[src/design/ttlc_pkg.sv]
// Shared constants, command and register codes, controller state and the
// control bundle of the TTL cache table.
// No dependencies; every other design file imports this package.
package ttlc_pkg;

    // Table geometry
    localparam int CAPACITY     = 64;
    localparam int KEY_W        = 32;
    localparam int TIME_W       = 32;
    localparam int CNT_W        = $clog2(CAPACITY + 1);

    // Field widths on the ports
    localparam int CMD_W        = 2;
    localparam int OCC_W        = 7;
    localparam int TTL_W        = 20;
    localparam int PERIOD_W     = 16;
    localparam int CFG_DATA_W   = 20;
    localparam int CFG_IDX_W    = 1;

    // Register reset values
    localparam int TTL_RESET    = 1000;
    localparam int PERIOD_RESET = 1;

    // Occupancy count: groups of valid bits counted first, then summed
    localparam int GRP_W        = 8;
    localparam int NUM_GRP      = (CAPACITY + GRP_W - 1) / GRP_W;
    localparam int PAD_W        = NUM_GRP * GRP_W;
    localparam int GRP_CNT_W    = $clog2(GRP_W + 1);

    typedef enum logic [CMD_W-1:0] {
        CMD_TICK   = 2'd0,
        CMD_LOOKUP = 2'd1,
        CMD_STORE  = 2'd2,
        CMD_FLUSH  = 2'd3
    } t_cmd;

    typedef enum logic [CFG_IDX_W-1:0] {
        CFG_TTL    = 1'b0,
        CFG_PERIOD = 1'b1
    } t_cfg_idx;

    typedef enum logic [2:0] {
        ST_IDLE,
        ST_CMP,
        ST_APPLY,
        ST_COUNT,
        ST_SUM
    } t_state;

    // Controller to datapath strobes
    typedef struct packed {
        logic accept;
        logic compare;
        logic apply;
        logic count;
        logic load;
    } t_dp_ctl;

endpackage

[src/design/ttlc_ctrl.sv]
// Sequencer of the TTL cache table: walks one beat through compare, apply,
// count and result load, and owns the result valid flag. Depends on ttlc_pkg.
module ttlc_ctrl (
    input  logic              i_clk,
    input  logic              i_rst_n,
    input  logic              i_req_valid,
    output logic              o_req_ready,
    output logic              o_rsp_valid,
    input  logic              i_rsp_ready,
    output ttlc_pkg::t_dp_ctl o_ctl
);
    import ttlc_pkg::*;

    t_state r_state, n_state;
    logic   r_out_valid, n_out_valid;
    logic   w_load;

    // Result slot free when empty or being drained this cycle
    assign w_load = (r_state == ST_SUM) && (!r_out_valid || i_rsp_ready);

    // Next state
    always_comb begin
        n_state = r_state;
        case (r_state)
            ST_IDLE:  if (i_req_valid) n_state = ST_CMP;
            ST_CMP:   n_state = ST_APPLY;
            ST_APPLY: n_state = ST_COUNT;
            ST_COUNT: n_state = ST_SUM;
            ST_SUM:   if (w_load) n_state = ST_IDLE;
            default:  n_state = ST_IDLE;
        endcase
    end

    // Strobes to the datapath
    always_comb begin
        o_req_ready   = 1'b0;
        o_ctl         = '0;
        case (r_state)
            ST_IDLE: begin
                o_req_ready  = 1'b1;
                o_ctl.accept = i_req_valid;
            end
            ST_CMP:   o_ctl.compare = 1'b1;
            ST_APPLY: o_ctl.apply   = 1'b1;
            ST_COUNT: o_ctl.count   = 1'b1;
            ST_SUM:   o_ctl.load    = w_load;
            default: ;
        endcase
    end

    // Result valid: set on load, cleared when the beat is taken
    always_comb begin
        n_out_valid = r_out_valid;
        if (r_out_valid && i_rsp_ready) n_out_valid = 1'b0;
        if (w_load)                     n_out_valid = 1'b1;
    end

    always_ff @(posedge i_clk) begin
        if (!i_rst_n) begin
            r_state     <= ST_IDLE;
            r_out_valid <= 1'b0;
        end else begin
            r_state     <= n_state;
            r_out_valid <= n_out_valid;
        end
    end

    assign o_rsp_valid = r_out_valid;

    // A result only appears out of the load state
    a_rsp_from_sum: assert property (@(posedge i_clk) disable iff (!i_rst_n)
        $rose(r_out_valid) |-> $past(r_state == ST_SUM))
        else $error("result valid rose outside load state");

endmodule

[config.mk]
export PLATFORM = sky130hd
export DESIGN_NAME = ttlc_ctrl
export DESIGN_NICKNAME = d
export VERILOG_FILES = /design/src/design/ttlc_pkg.sv /design/src/design/ttlc_ctrl.sv
export SDC_FILE = /design/constraint.sdc
export NUM_CORES = 1
export LEC_CHECK = 0
export BUFFER_PORTS_ARGS = -buffer_cell sky130_fd_sc_hd__buf_2
export CELL_PAD_IN_SITES_DETAIL_PLACEMENT = 1
export CELL_PAD_IN_SITES_GLOBAL_PLACEMENT = 2
export CORE_AREA = 2 2 39 41
export DETAILED_ROUTE_END_ITERATION = 8
export DIE_AREA = 0 0 41 43
export PLACE_DENSITY = 0.57
export SYNTH_ARGS = -nofsm -noshare
export SYNTH_HDL_FRONTEND = slang
export SYNTH_SLANG_ARGS = --single-unit
[constraint.sdc]
create_clock -name i_clk -period 1.1 [get_ports i_clk]
set_input_delay 0.11 -clock i_clk [delete_from_list [all_inputs] [get_ports i_clk]]
set_output_delay 0.11 -clock i_clk [all_outputs]
set_load 0.03 [all_outputs]
======== Word-level counts from Yosys, hierarchy flattened ========
Index checks and enable logic that the tools add are counted.
word-level totals
  input port bits ......................... 4
  register bits after elaboration ......... 4
cells by class
  muxes and demuxes ....................... 11
  reduce and logical (&&, ||, !) cells .... 7
  equal/unequal tests ..................... 6
operator list
  kind                  count
  $pmux W3 S5           1
  $mux W1               8
  $eq A3 B2 Y1 const B  2
  $mux W3               2
  $ne A2 B2 Y1 const B  2
  $eq A3 B1 Y1 const B  1
  $eq A3 B3 Y1 const B  1
  $logic_not A3 Y1      1
  $logic_and A1 B1 Y1   2
  $reduce_and A2 Y1     1
  $reduce_bool A2 Y1    1
  $logic_not A1 Y1      1
  $logic_or A1 B1 Y1    1

======== Depth between registers and ports, before layout ========
  depth in word-level cells ............... 5
  mapped depth ............................ 3

======== Worst setup path after synthesis ========
OpenSTA, ideal clock, no wires.
  kind .................................... register to output
  start ................................... register r_state[1]
  end ..................................... output port o_ctl[4] (netlist name)
  path slack .............................. -494 ps
  arrival ................................. 1484 ps
  cell stages (with the launch flop) ...... 3
  data required time ...................... 990 ps
  cells stage by stage .................... dfxtp_1 > nor3_1 > and2_1
RTL lines
  item                    line             text
  from (decl)             ttlc_ctrl.sv:14  t_state r_state, n_state;
  from (signal assigned)  ttlc_ctrl.sv:63  r_state <= n_state;
  to (decl)               ttlc_ctrl.sv:10  output ttlc_pkg::t_dp_ctl o_ctl

==> results by group <==
Cells and area
  • Number of diodes: 0
  • Commonest non-fill, non-tap cell in the layout: buf_4
  • Fill count: 162
  • Share of layout cells above drive strength 1: 75.0%
  • Post-route standard cell area excluding fillers: 409 sq um
  • Final Non-Filler Cells: between 50 and 60
  • Total Nets Final: between 40 and 50
  • Commonest non-fill, non-tap cells in the layout: buf_4 (8), buf_2 (4), buf_6 (4)
  • Layout area overhead: 89.0%

Min path
  • Worst hold path class: input pin to flip-flop
  • HP Start: i_rst_n
  • Hold Path Sink: r_state[2]
  • Worst hold path depth: 2

Timing
  • Final Cycle Share: 120%
  • Worst hold margin: approximately 0.13 ns
  • Post-layout minimum cycle time: ~1.3 ns
  • Fin Clk Skew: between 0.001 and 0.0015 ns
  • Max_slew headroom: 90.1%
  • Final Hold Vio Count: 0
  • RSZ-0062 raised after global routing: true
  • Final Max Tran Viols: 0
  • Final setup fails: 6
  • Least-Margin Pin Slew: between 0.1 and 0.15 ns
  • Fmax: around 760 MHz
  • Setup ws final: -0.224 ns

Drt
  • DRT iter0 DRCs: 0
  • Pre-antenna DRT Iters: 1
  • DR vias: between 200 and 250
  • DRC: 0
  • Antenna viol nets, final: 0
  • Vias per inst: between 3 and 4
  • Routed len/inst: between 10 and 15 um
  • Post-Route WL: between 500 and 600 um

Outcome
  • Status: finished with violations
  • Failing checks: setup timing

Worst setup path
  • Worst Path Arrival: roughly 1.2 ns
  • Worst-path fanout max: 2
  • Worst r2r dst: r_state[2]
  • Crit-path max cell delay: around 0.37 ns
  • Critical path, cell by cell: or3b_4 > nor2b_1 > buf_4
  • CP top delay family: simple AND/OR/NAND/NOR gates
  • Slowest-stage cell, CP: or3b_4
  • R2R cell count: 4
  • Critical Path Source Type: flip-flop
  • Bufs and invs on worst path: 1
  • Worst Setup End Kind: primary output
  • Kind of critical path: flip-flop to primary output
  • CP required: approximately 1 ns
  • RR Startpoint: r_state[0]
  • Flop-to-flop setup slack: around 0.050 ns

Logic synthesis
  • Post-synth top area cell: dfxtp_1
  • Post-Synthesis Cells: 22
  • Yosys warnings: 0
  • Synth Net Count: 26
  • Synth area leaders: dfxtp_1 (37%), buf_4 (6.9%), nor3b_1 (6.9%)
  • Yosys top cell area share: a little under two fifths
  • Cell Area, Synth: about 220 sq um
  • Seq/Total Area, Yosys: 37.0%
  • Yosys cell types: 14
  • Post-synthesis average cell area: approximately 10 sq um
  • #FFs+latches synth: 4

Place
  • Placed Area: approximately 310 sq um
  • Dpl cells: 50
  • Pre-CTS setup slack: -0.0151 ns
  • RD Place Congestion: approximately 0.57
  • IO Port Bufs: 10
  • Hpwl dp: ~450 um

Floorplan
  • # rows: 14
  • Initial Utilization: 15.6%
  • Top-Level Pins: 11
  • Core Region: about 0.0014 sq mm
  • Die ar.: ~0.0018 sq mm
  • Die X: 41 um
  • Chip height: roughly 43 um

Clock tree
  • TritonCTS clock tree: done
  • Clock Latency Late Sink: roughly 0.24 ns
  • Worst-path clk slew: about 0.04 ns
  • Total CTS buffers: 3
  • Clock sink count: 4
  • CTS root buf: clkbuf_4
  • H-tree depth: 1
  • Worst-case clock buffer depth: 2

GRT
  • Initial antenna violation count: 0
  • Overall routing resource usage: 8.52%
  • Vias in the first global route: 220
  • Largest net degree at the start of global routing: 7
  • Met3 Resource Use GR: under 10%
  • Global route overflow: 0
  • Met2 usage: between 10% and 20%
  • Met1 track demand over resource: under 10%
  • GR peak layer: met2
  • First-pass GRT wire length: between 900 and 1000 um

Power and ir drop
  • Leakage: 0.181 nW
  • Power density over the cells: 1400 mW/mm^2
  • Max IR drop VDD: roughly 0.36 mV

Run
  • MaxCap Viol Count: 0
-- layout make-up --
type | count | area (sq um) | share of cell area (%)
Timing Repair Buffer | 16 | 125 | 30.6
Multi-Input combinational cell | 16 | 151 | 37.0
Clock buffer | 4 | 26.3 | 6.42
Sequential cell | 4 | 86.3 | 21.1
Tap cell | 16 | 20.0 | 4.89
-- worst register-to-register path, stage by stage (launching register included) --
cell and delay (ns):
dfxtp_4 0.33, buf_4 0.16, and3b_2 0.21, buf_4 0.13
o2bb2ai_2 0.10
-- what timing repair did --
item / 4_1_cts / 5_1_grt
setup buffers: 1 / 1
hold buffers: 0 / 0
gates cloned: 0 / 0
gates resized for setup: 13 / 2
setup endpoints to repair: 6 / 6
pin swaps: 3 / 1
-- state kept, by name, indices dropped and copies added (netlist names) --
name	cells
o_rsp_valid	1
r_state	3
-- per-layer routing --
layer	vias to the layer above	share of wire [%]
li1	109	-
met1	98	38
met2	9	51
met3	2	7.5
met4	0	2.6
met5	-	0
-- cells by family (layout without fill, tap and decap cells) --
logic type	after synthesis	after routing	share of synthesized area [%]
AOI/OAI and AO/OA	2	2	12.1
xor gates and xnor gates	1	1	4.05
buffers and inverters	2	20	6.93
DFF	4	4	37.0
and+or+nand+nor	13	13	39.9
-- worst max path at each step --
stage	from	endpoint	slack, ns	cells past startpoint
after floorplan	r_state[2]	o_ctl[4]	-0.19	2
after global placement	r_state[0]	o_ctl[0]	-0.01	3
after detailed placement	r_state[0]	o_ctl[0]	-0.02	3
after CTS	r_state[1]	o_ctl[0]	-0.24	3
after global routing	r_state[2]	o_ctl[0]	-0.29	3
final	r_state[0]	o_ctl[0]	-0.22	3
-- cells in the mapped netlist, drive strengths merged --
master	n
a21boi	1
and2	1
and3b	1
buf	2
dfxtp	4
nand2b	2
nand3b	1
nor2	2
nor2b	1
nor3	2
nor3b	2
o2bb2ai	1
or3b	1
xnor2	1
-- power by group --
part | switching, mW | total [mW] | internal (mW)
combinational | 0.0995 | 0.199 | 0.0997
sequential | 0.00482 | 0.161 | 0.156
clock | 0.0759 | 0.213 | 0.137
-- metrics by stage --
stage / power, mW / utilization, % / setup TNS (ns)
final: 0.573 / 29.6 / -0.850
after global routing: 0.599 / 29.6 / -1.13
after CTS: 0.566 / 28.3 / -0.827
after detailed placement: 0.304 / 22.6 / -0.0151
after global placement: 0.303 / 22.6 / -0.0133
after floorplan: 0.257 / - / -0.465
No activity file was read; power rests on OpenSTA's default activity.
